[src/hw/rtl/chs_pkg.sv]
// ----------------------------------------------------------------------------
// chs_pkg: shared types and constants
// Request field widths, command codes, stream packing and the sequencer
// state type of the chained hash set.
// ----------------------------------------------------------------------------
`default_nettype none

package chs_pkg;

  localparam int KEY_W     = 32;
  localparam int CMD_W     = 2;
  localparam int BKT_OUT_W = 4;
  localparam int ENTRY_W   = KEY_W + 1;  // valid bit above the key

  // stream data widths, packed fields filled up to whole bytes
  localparam int S_DATA_W = 40;
  localparam int M_DATA_W = 40;

  // remainder unit: bits consumed per cycle and cycles per key
  localparam int DIGIT_W   = 8;
  localparam int MOD_STEPS = KEY_W / DIGIT_W;

  localparam logic [CMD_W-1:0] CMD_INSERT = 2'd0;
  localparam logic [CMD_W-1:0] CMD_FIND   = 2'd1;
  localparam logic [CMD_W-1:0] CMD_DELETE = 2'd2;

  typedef enum logic [2:0] {
    ST_CLEAR,
    ST_IDLE,
    ST_MOD,
    ST_SCAN,
    ST_WRITE,
    ST_DONE
  } state_t;

endpackage

`default_nettype wire

[src/hw/rtl/chs_ram.sv]
// ----------------------------------------------------------------------------
// chs_ram: generic simple dual-port ram
// One write port and one read port, read data registered.
// ----------------------------------------------------------------------------
`default_nettype none

module chs_ram #(
  parameter int WIDTH = 33,
  parameter int DEPTH = 80
) (
  input  wire logic                     clk,
  input  wire logic                     we,
  input  wire logic [$clog2(DEPTH)-1:0] waddr,
  input  wire logic [WIDTH-1:0]         wdata,
  input  wire logic                     re,
  input  wire logic [$clog2(DEPTH)-1:0] raddr,
  output logic      [WIDTH-1:0]         rdata
);

  logic [WIDTH-1:0] mem [DEPTH];

  always_ff @(posedge clk) begin
    if (we) begin
      mem[waddr] <= wdata;
    end
    if (re) begin
      rdata <= mem[raddr];
    end
  end

endmodule

`default_nettype wire

[src/hw/rtl/chs_mod.sv]
// ----------------------------------------------------------------------------
// chs_mod: iterative remainder unit
// Computes key modulo DIVISOR by restoring reduction, one byte of the key
// per cycle, most significant byte first.
// ----------------------------------------------------------------------------
`default_nettype none

module chs_mod
  import chs_pkg::*;
#(
  parameter int DIVISOR = 10
) (
  input  wire logic                       clk,
  input  wire logic                       rst,
  input  wire logic                       start,
  input  wire logic [KEY_W-1:0]           key,
  output logic                            done,
  output logic [$clog2(DIVISOR)-1:0]      rem
);

  localparam int REM_W = $clog2(DIVISOR);
  localparam int CNT_W = $clog2(MOD_STEPS);
  localparam logic [REM_W:0] DIV_V = (REM_W + 1)'(DIVISOR);

  logic             busy;
  logic [CNT_W-1:0] cnt;
  logic [KEY_W-1:0] shreg;
  logic [REM_W-1:0] rem_next;
  logic [REM_W:0]   trial;

  // eight dependent shift-and-subtract steps on a narrow remainder
  always_comb begin
    rem_next = rem;
    trial    = '0;
    for (int i = 0; i < DIGIT_W; i++) begin
      trial = {rem_next, shreg[KEY_W-1-i]};
      if (trial >= DIV_V) begin
        trial = trial - DIV_V;
      end
      rem_next = trial[REM_W-1:0];
    end
  end

  always_ff @(posedge clk) begin
    if (rst) begin
      busy <= 1'b0;
      done <= 1'b0;
      cnt  <= '0;
    end else begin
      done <= 1'b0;
      if (start) begin
        busy <= 1'b1;
        cnt  <= '0;
      end else if (busy) begin
        cnt <= cnt + 1'b1;
        if (cnt == CNT_W'(MOD_STEPS - 1)) begin
          busy <= 1'b0;
          done <= 1'b1;
        end
      end
    end
  end

  always_ff @(posedge clk) begin
    if (start) begin
      shreg <= key;
      rem   <= '0;
    end else if (busy) begin
      shreg <= shreg << DIGIT_W;
      rem   <= rem_next;
    end
  end

endmodule

`default_nettype wire

[src/hw/rtl/chained_hash_set.sv]
// ----------------------------------------------------------------------------
// chained_hash_set: key set in a hash table with fixed-size buckets
// Insert, find and delete of 32-bit keys; bucket = key mod BUCKETS.
// ----------------------------------------------------------------------------
// Usage:
//   A request enters on s_* (cmd, key) and one result leaves on m_*
//   (success, bucket, found_key, bucket_full), in request order.
//   The block takes one request at a time: s_tready is high only while
//   the sequencer is idle. A request passes from acceptance through the
//   byte-serial remainder unit (four bytes), a scan of the bucket's
//   BUCKET_SLOTS slots through the single read port of the key ram, a
//   write-back state, a result state and an idle state before the next
//   acceptance.
//   Results sit in an output register; if m_tready is low the sequencer
//   holds in its result cycle until the register drains, and the next
//   request can be accepted while a result still waits.
//   After reset a clearing pass writes every slot of the ram empty, one
//   slot a cycle; s_tready stays low until it ends.
// ----------------------------------------------------------------------------
`default_nettype none

module chained_hash_set
  import chs_pkg::*;
#(
  parameter int BUCKETS      = 10,
  parameter int BUCKET_SLOTS = 8
) (
  input  wire logic                clk,
  input  wire logic                rst,
  input  wire logic                s_tvalid,
  output logic                     s_tready,
  input  wire logic [S_DATA_W-1:0] s_tdata,   // cmd[1:0], key[33:2], zero fill
  output logic                     m_tvalid,
  input  wire logic                m_tready,
  output logic [M_DATA_W-1:0]      m_tdata    // success[0], bucket[4:1],
                                              // found_key[36:5], bucket_full[37]
);

  localparam int TOTAL  = BUCKETS * BUCKET_SLOTS;
  localparam int ADDR_W = $clog2(TOTAL);
  localparam int BKT_W  = $clog2(BUCKETS);
  localparam int CNT_W  = $clog2(BUCKET_SLOTS + 1);
  localparam int SLOT_W = (BUCKET_SLOTS > 1) ? $clog2(BUCKET_SLOTS) : 1;

  state_t state, state_next;

  logic [CMD_W-1:0]  cmd;
  logic [KEY_W-1:0]  key;
  logic [BKT_W-1:0]  bkt;
  logic [ADDR_W-1:0] base;

  logic [ADDR_W-1:0] clr_cnt;
  logic [CNT_W-1:0]  iss_cnt;
  logic [CNT_W-1:0]  chk_cnt;
  logic              rd_vld;
  logic              hit;
  logic [SLOT_W-1:0] hit_slot;
  logic              free_found;
  logic [SLOT_W-1:0] free_slot;

  logic               accept;
  logic               mod_start;
  logic               mod_done;
  logic [BKT_W-1:0]   mod_rem;

  logic               ram_we;
  logic [ADDR_W-1:0]  ram_waddr;
  logic [ENTRY_W-1:0] ram_wdata;
  logic               ram_re;
  logic [ADDR_W-1:0]  ram_raddr;
  logic [ENTRY_W-1:0] ram_rdata;

  logic               scan_last;
  logic               res_success;
  logic               res_full;
  logic [KEY_W-1:0]   res_found;
  logic               out_load;

  logic                 out_success;
  logic [BKT_OUT_W-1:0] out_bucket;
  logic [KEY_W-1:0]     out_found;
  logic                 out_full;

  assign accept    = s_tvalid && s_tready;
  assign scan_last = rd_vld && (chk_cnt == CNT_W'(BUCKET_SLOTS - 1));

  chs_mod #(
    .DIVISOR(BUCKETS)
  ) u_mod (
    .clk  (clk),
    .rst  (rst),
    .start(mod_start),
    .key  (s_tdata[CMD_W +: KEY_W]),
    .done (mod_done),
    .rem  (mod_rem)
  );

  chs_ram #(
    .WIDTH(ENTRY_W),
    .DEPTH(TOTAL)
  ) u_ram (
    .clk  (clk),
    .we   (ram_we),
    .waddr(ram_waddr),
    .wdata(ram_wdata),
    .re   (ram_re),
    .raddr(ram_raddr),
    .rdata(ram_rdata)
  );

  // result of the finished scan
  always_comb begin
    res_success = 1'b0;
    res_full    = 1'b0;
    res_found   = '0;
    case (cmd)
      CMD_INSERT: begin
        res_success = !hit && free_found;
        res_full    = !hit && !free_found;
      end
      CMD_FIND: begin
        res_success = hit;
        res_found   = hit ? key : '0;
      end
      CMD_DELETE: begin
        res_success = hit;
      end
      default: begin
        res_success = 1'b0;
      end
    endcase
  end

  // next state
  always_comb begin
    state_next = state;
    case (state)
      ST_CLEAR: begin
        if (clr_cnt == ADDR_W'(TOTAL - 1)) begin
          state_next = ST_IDLE;
        end
      end
      ST_IDLE: begin
        if (s_tvalid) begin
          state_next = ST_MOD;
        end
      end
      ST_MOD: begin
        if (mod_done) begin
          state_next = ST_SCAN;
        end
      end
      ST_SCAN: begin
        if (scan_last) begin
          state_next = ST_WRITE;
        end
      end
      ST_WRITE: begin
        state_next = ST_DONE;
      end
      ST_DONE: begin
        if (!m_tvalid || m_tready) begin
          state_next = ST_IDLE;
        end
      end
      default: begin
        state_next = ST_CLEAR;
      end
    endcase
  end

  // sequencer outputs
  always_comb begin
    s_tready  = 1'b0;
    mod_start = 1'b0;
    ram_we    = 1'b0;
    ram_waddr = clr_cnt;
    ram_wdata = '0;
    ram_re    = 1'b0;
    ram_raddr = base + ADDR_W'(iss_cnt);
    out_load  = 1'b0;
    case (state)
      ST_CLEAR: begin
        ram_we = 1'b1;
      end
      ST_IDLE: begin
        s_tready  = 1'b1;
        mod_start = s_tvalid;
      end
      ST_SCAN: begin
        ram_re = (iss_cnt < CNT_W'(BUCKET_SLOTS));
      end
      ST_WRITE: begin
        if (cmd == CMD_INSERT) begin
          ram_we    = !hit && free_found;
          ram_waddr = base + ADDR_W'(free_slot);
          ram_wdata = {1'b1, key};
        end else if (cmd == CMD_DELETE) begin
          ram_we    = hit;
          ram_waddr = base + ADDR_W'(hit_slot);
        end
      end
      ST_DONE: begin
        out_load = !m_tvalid || m_tready;
      end
      default: begin
        s_tready = 1'b0;
      end
    endcase
  end

  // control registers
  always_ff @(posedge clk) begin
    if (rst) begin
      state    <= ST_CLEAR;
      clr_cnt  <= '0;
      rd_vld   <= 1'b0;
      m_tvalid <= 1'b0;
    end else begin
      state  <= state_next;
      rd_vld <= ram_re;
      if (state == ST_CLEAR) begin
        clr_cnt <= clr_cnt + 1'b1;
      end
      if (out_load) begin
        m_tvalid <= 1'b1;
      end else if (m_tready) begin
        m_tvalid <= 1'b0;
      end
    end
  end

  // request and scan registers
  always_ff @(posedge clk) begin
    if (accept) begin
      cmd        <= s_tdata[CMD_W-1:0];
      key        <= s_tdata[CMD_W +: KEY_W];
      iss_cnt    <= '0;
      chk_cnt    <= '0;
      hit        <= 1'b0;
      free_found <= 1'b0;
    end
    if (mod_done) begin
      bkt  <= mod_rem;
      base <= ADDR_W'(mod_rem * BUCKET_SLOTS);
    end
    if (ram_re) begin
      iss_cnt <= iss_cnt + 1'b1;
    end
    // one slot checked per cycle through the single key comparator
    if (state == ST_SCAN && rd_vld) begin
      chk_cnt <= chk_cnt + 1'b1;
      if (ram_rdata[KEY_W] && ram_rdata[KEY_W-1:0] == key && !hit) begin
        hit      <= 1'b1;
        hit_slot <= chk_cnt[SLOT_W-1:0];
      end
      if (!ram_rdata[KEY_W] && !free_found) begin
        free_found <= 1'b1;
        free_slot  <= chk_cnt[SLOT_W-1:0];
      end
    end
    if (out_load) begin
      out_success <= res_success;
      out_bucket  <= BKT_OUT_W'(bkt);
      out_found   <= res_found;
      out_full    <= res_full;
    end
  end

  assign m_tdata = {(M_DATA_W - KEY_W - BKT_OUT_W - 2)'(0),
                    out_full, out_found, out_bucket, out_success};

  a_mod_done_in_mod: assert property (@(posedge clk) disable iff (rst)
    mod_done |-> state == ST_MOD)
    else $error("remainder finished outside modulo state");

  a_no_write_in_scan: assert property (@(posedge clk) disable iff (rst)
    state == ST_SCAN |-> !ram_we)
    else $error("ram written during bucket scan");

  a_result_from_done: assert property (@(posedge clk) disable iff (rst)
    $rose(m_tvalid) |-> $past(state) == ST_DONE)
    else $error("result raised outside result state");

  a_full_excludes_success: assert property (@(posedge clk) disable iff (rst)
    state == ST_DONE |-> !(res_success && res_full))
    else $error("bucket full together with success");

endmodule

`default_nettype wire
[config.mk]
export PLATFORM = sky130hd
export DESIGN_NAME = chained_hash_set
export DESIGN_NICKNAME = d
export VERILOG_FILES = /design/src/hw/rtl/chs_pkg.sv /design/src/hw/rtl/chs_ram.sv /design/src/hw/rtl/chs_mod.sv /design/src/hw/rtl/chained_hash_set.sv
export SDC_FILE = /design/constraint.sdc
export NUM_CORES = 2
export LEC_CHECK = 0
export ABC_AREA = 1
export BUFFER_PORTS_ARGS = -buffer_cell sky130_fd_sc_hd__buf_4
export CAP_MARGIN = 20
export CORE_ASPECT_RATIO = 0.5
export CORE_UTILIZATION = 35
export DETAILED_ROUTE_END_ITERATION = 10
export PLACE_DENSITY = 0.5
export SLEW_MARGIN = 20
export SYNTH_ARGS = -nofsm -noshare
export SYNTH_HDL_FRONTEND = slang
export SYNTH_HIERARCHICAL = 1
export SYNTH_SLANG_ARGS = --single-unit
[constraint.sdc]
create_clock -name clk -period 7.75 [get_ports clk]
set_clock_uncertainty 0.2 [all_clocks]
set_input_delay 0.775 -clock clk [delete_from_list [all_inputs] [get_ports clk]]
set_output_delay 0.775 -clock clk [all_outputs]
set_load 0.02 [all_outputs]
==> flow_summary.json <==
{
  "outcome": "finished, final reports clean",
  "max_slew.worst_pin.slew_ns": 1.20,
  "grt_pass1_wl_um": 503000,
  "clk_latency_ns": 0.89,
  "slew_viol_final": 0,
  "whs_endpoint": "m_tvalid$_SDFFE_PP0P_",
  "syn-cell-area_um2": 114000,
  "synth_area_leader_cell": "edfxtp_1",
  "drive_above_1_share": 0.0869,
  "synth_top_area_share": 0.738,
  "overflow": 0,
  "wirelength_um": 354000,
  "place_ws_ns": 1.67,
  "grt_max_degree": 167,
  "regToRegStartpoint": "u_mod/rem[0]$_SDFFE_PP0P_",
  "cts_root_buffer": "clkbuf_16",
  "hold_depth": 3,
  "cts_tree": "built",
  "synth_ff_type": "edfxtp_1",
  "cts-htree-levels": 5,
  "critPathLaunchType": "register",
  "io_buffers": 77,
  "fin_crit_sh": 0.789,
  "hold_violations": 0,
  "ff2ff_setup_slack_ns": 1.64,
  "r2r_cells": 58,
  "firstDrtPassIters": 8,
  "async_flop_share": 0,
  "p_clk_frac": 0.330,
  "cap_violations": 0,
  "yosysSeqAreaShare": 0.742,
  "final_common_cell": "edfxtp_1",
  "n_fill_cell": 30218,
  "synth_area_per_cell_um2": 12.2,
  "worstPathRequired_ns": 8.31,
  "gr-usage-all-layers": 0.210,
  "num_rows": 147,
  "cpMaxStageDelayCell": "dfxtp_1",
  "total_power_mw": 39.1,
  "clkTransAtPathRegs_ns": 0.07,
  "hold_start": "m_tready",
  "critPathTopFamily": "simple AND/OR/NAND/NOR gates",
  "crit_top_cell": "nand2_2",
  "initial_core_util": 0.353,
  "viasPerCell": 5.31,
  "min_period_ns": 6.11,
  "place_hpwl_um": 188000,
  "switchingPower_mw": 12.4,
  "die_x_um": 808,
  "pwr-share-seq": 0.447,
  "tns_ns": 0,
  "synth.distinct_cells": 45,
  "nets": 9402,
  "layout_common_cells": "edfxtp_1, nand2_1, nand3_1",
  "gp_congestion": 0.936,
  "fin_util": 0.398,
  "peakVddDrop_mv": 0.309,
  "p_per_area_nw_per_um2": 305,
  "vias": 73675,
  "core_um2": 322000,
  "rsz0062_at_grt": "no",
  "worstSetupEndpointType": "register",
  "drc": 0,
  "cts.path.max_buffers": 4,
  "swShare": 0.317,
  "synth_edf_count": 2795,
  "routedWlPerCell_um": 25.5,
  "r2r-end": "u_mod/rem[1]$_SDFFE_PP0P_",
  "ys_seq_elements": 2817,
  "ios": 86,
  "antenna_found_initial": 15,
  "cts_buffers": 278,
  "hold_path_class": "in2reg",
  "max_freq_ghz": 0.164,
  "syn2layout_area_growth_pct": 12.8,
  "p_comb_frac": 0.223,
  "crit_fanout": 4,
  "cp.depth": 58,
  "leakagePower_nw": 44.3,
  "power.internal_mw": 26.7,
  "drt_iter0_drc": 8577,
  "cp_slowest_stage_delay_ns": 0.33,
  "drtAntennaViolNets": 0,
  "hold_ws_ns": 0.0645,
  "fp.dieH_um": 405,
  "dieArea_um2": 328000,
  "ys_top_cells_by_area": "edfxtp_1, nand3_1, nand2_1",
  "grt_pass1_vias": 67752,
  "relSlewSlack": 0.201,
  "crit_arrival_ns": 6.68,
  "setup_ws_ns": 1.64,
  "syn_inst": 9326,
  "critical_path_class": "reg2reg",
  "clock_sinks": 2817,
  "crit_buf_inv": 14,
  "yosysWarnings": 6,
  "setup_viol": 0
}
-- worst max-delay path by stage --
stage                                 to  slack (ns)                 startpoint
6_report       u_mod/rem[1]$_SDFFE_PP0P_        1.64  u_mod/rem[0]$_SDFFE_PP0P_
4_1_cts        u_mod/rem[1]$_SDFFE_PP0P_        1.62  u_mod/rem[0]$_SDFFE_PP0P_
5_1_grt        u_mod/rem[1]$_SDFFE_PP0P_        0.99  u_mod/rem[0]$_SDFFE_PP0P_
2_1_floorplan  u_mod/rem[1]$_SDFFE_PP0P_        2.30  u_mod/rem[0]$_SDFFE_PP0P_
3_3_place_gp   u_mod/rem[2]$_SDFFE_PP0P_        1.50  u_mod/rem[0]$_SDFFE_PP0P_
3_5_place_dp   u_mod/rem[2]$_SDFFE_PP0P_        1.67  u_mod/rem[0]$_SDFFE_PP0P_
-- timing repair --
action,in CTS,in global routing
setup buffers,0,0
endpoints found under the hold margin,69,0
hold buffers,35,0
resized for setup,0,0
endpoints found under the setup margin,0,0
-- kinds of logic after synthesis --
logic type | Yosys count | synth area share
DFF | 2817 | 0.742
buffers and inverters | 746 | 0.0322
and+or+nand+nor | 5268 | 0.201
other | 1 | 0.0000330
adders and majority gates | 18 | 0.00198
AOI/OAI and AO/OA | 461 | 0.0225
xor gates and xnor gates | 15 | 0.00115
-- routing by layer --
metal	global-route usage	up-vias	share of wire
met4	0.0563	0	0.027
li1	-	33344	-
met3	0.0438	478	0.085
met1	0.312	37137	0.46
met5	0	-	0
met2	0.312	2716	0.43
-- registers in the layout, indices dropped and copies added (netlist names), 2 cells and up --
register and flops:
clr_cnt 7, u_mod/cnt 2, iss_cnt 4, out_found 32, u_mod/shreg 32, cmd 2
bkt 4, u_mod/rem 4, hit_slot 3, out_bucket 4, key 32, free_slot 3
chk_cnt 4, u_ram/rdata 33, u_ram/mem 2640, state 3
-- Yosys cell counts (16+ instances only) --
library cell  count
buf_6            47
clkbuf_1        156
edfxtp_1       2795
o21ai_1          28
o221ai_1         21
ha_1             18
inv_1           139
nor2_1          484
dfxtp_1          22
nand2_1        2496
buf_4            48
o21ai_0         273
buf_2           238
nand2_2          29
o22ai_1         111
nor3_1           16
buf_1           102
nand3_1        2209
-- metrics by stage --
stage,cells,cell area (um2)
CTS,13854,128000
detailed placement,13342,120000
finish,13867,128000
floorplan,9327,114000
global placement,13337,119000
global route,13859,128000
-- layout make-up --
type	instances	area, um2	share of cell area
tap	4321	5410	0.0421
multi-input combinational	5764	26700	0.208
inverter	153	612	0.00477
timing repair buffer	326	2910	0.0227
clock inverter	131	982	0.00766
clock buffer	346	7330	0.0571
antenna	9	22.5	0.000176
sequential	2817	84400	0.658
-- power groups by stage --
stage	clock network, mW	logic [mW]	registers [mW]
2_1_floorplan	0	5.81	17.8
3_3_place_gp	0	8.66	17.8
3_5_place_dp	0	8.64	17.8
4_1_cts	13.1	8.67	17.5
5_1_grt	13.7	9.52	17.5
6_report	12.9	8.71	17.5
-- worst register-to-register path, delay by kind of cell, from the launching register on --
family,cells,cell delay [ns]
AOI/OAI and AO/OA,1,0.21
DFF,1,0.33
and+or+nand+nor,35,2.74
buffers and inverters,14,1.02
adders and majority gates,8,1.52
(Power assumes the default switching activity.)
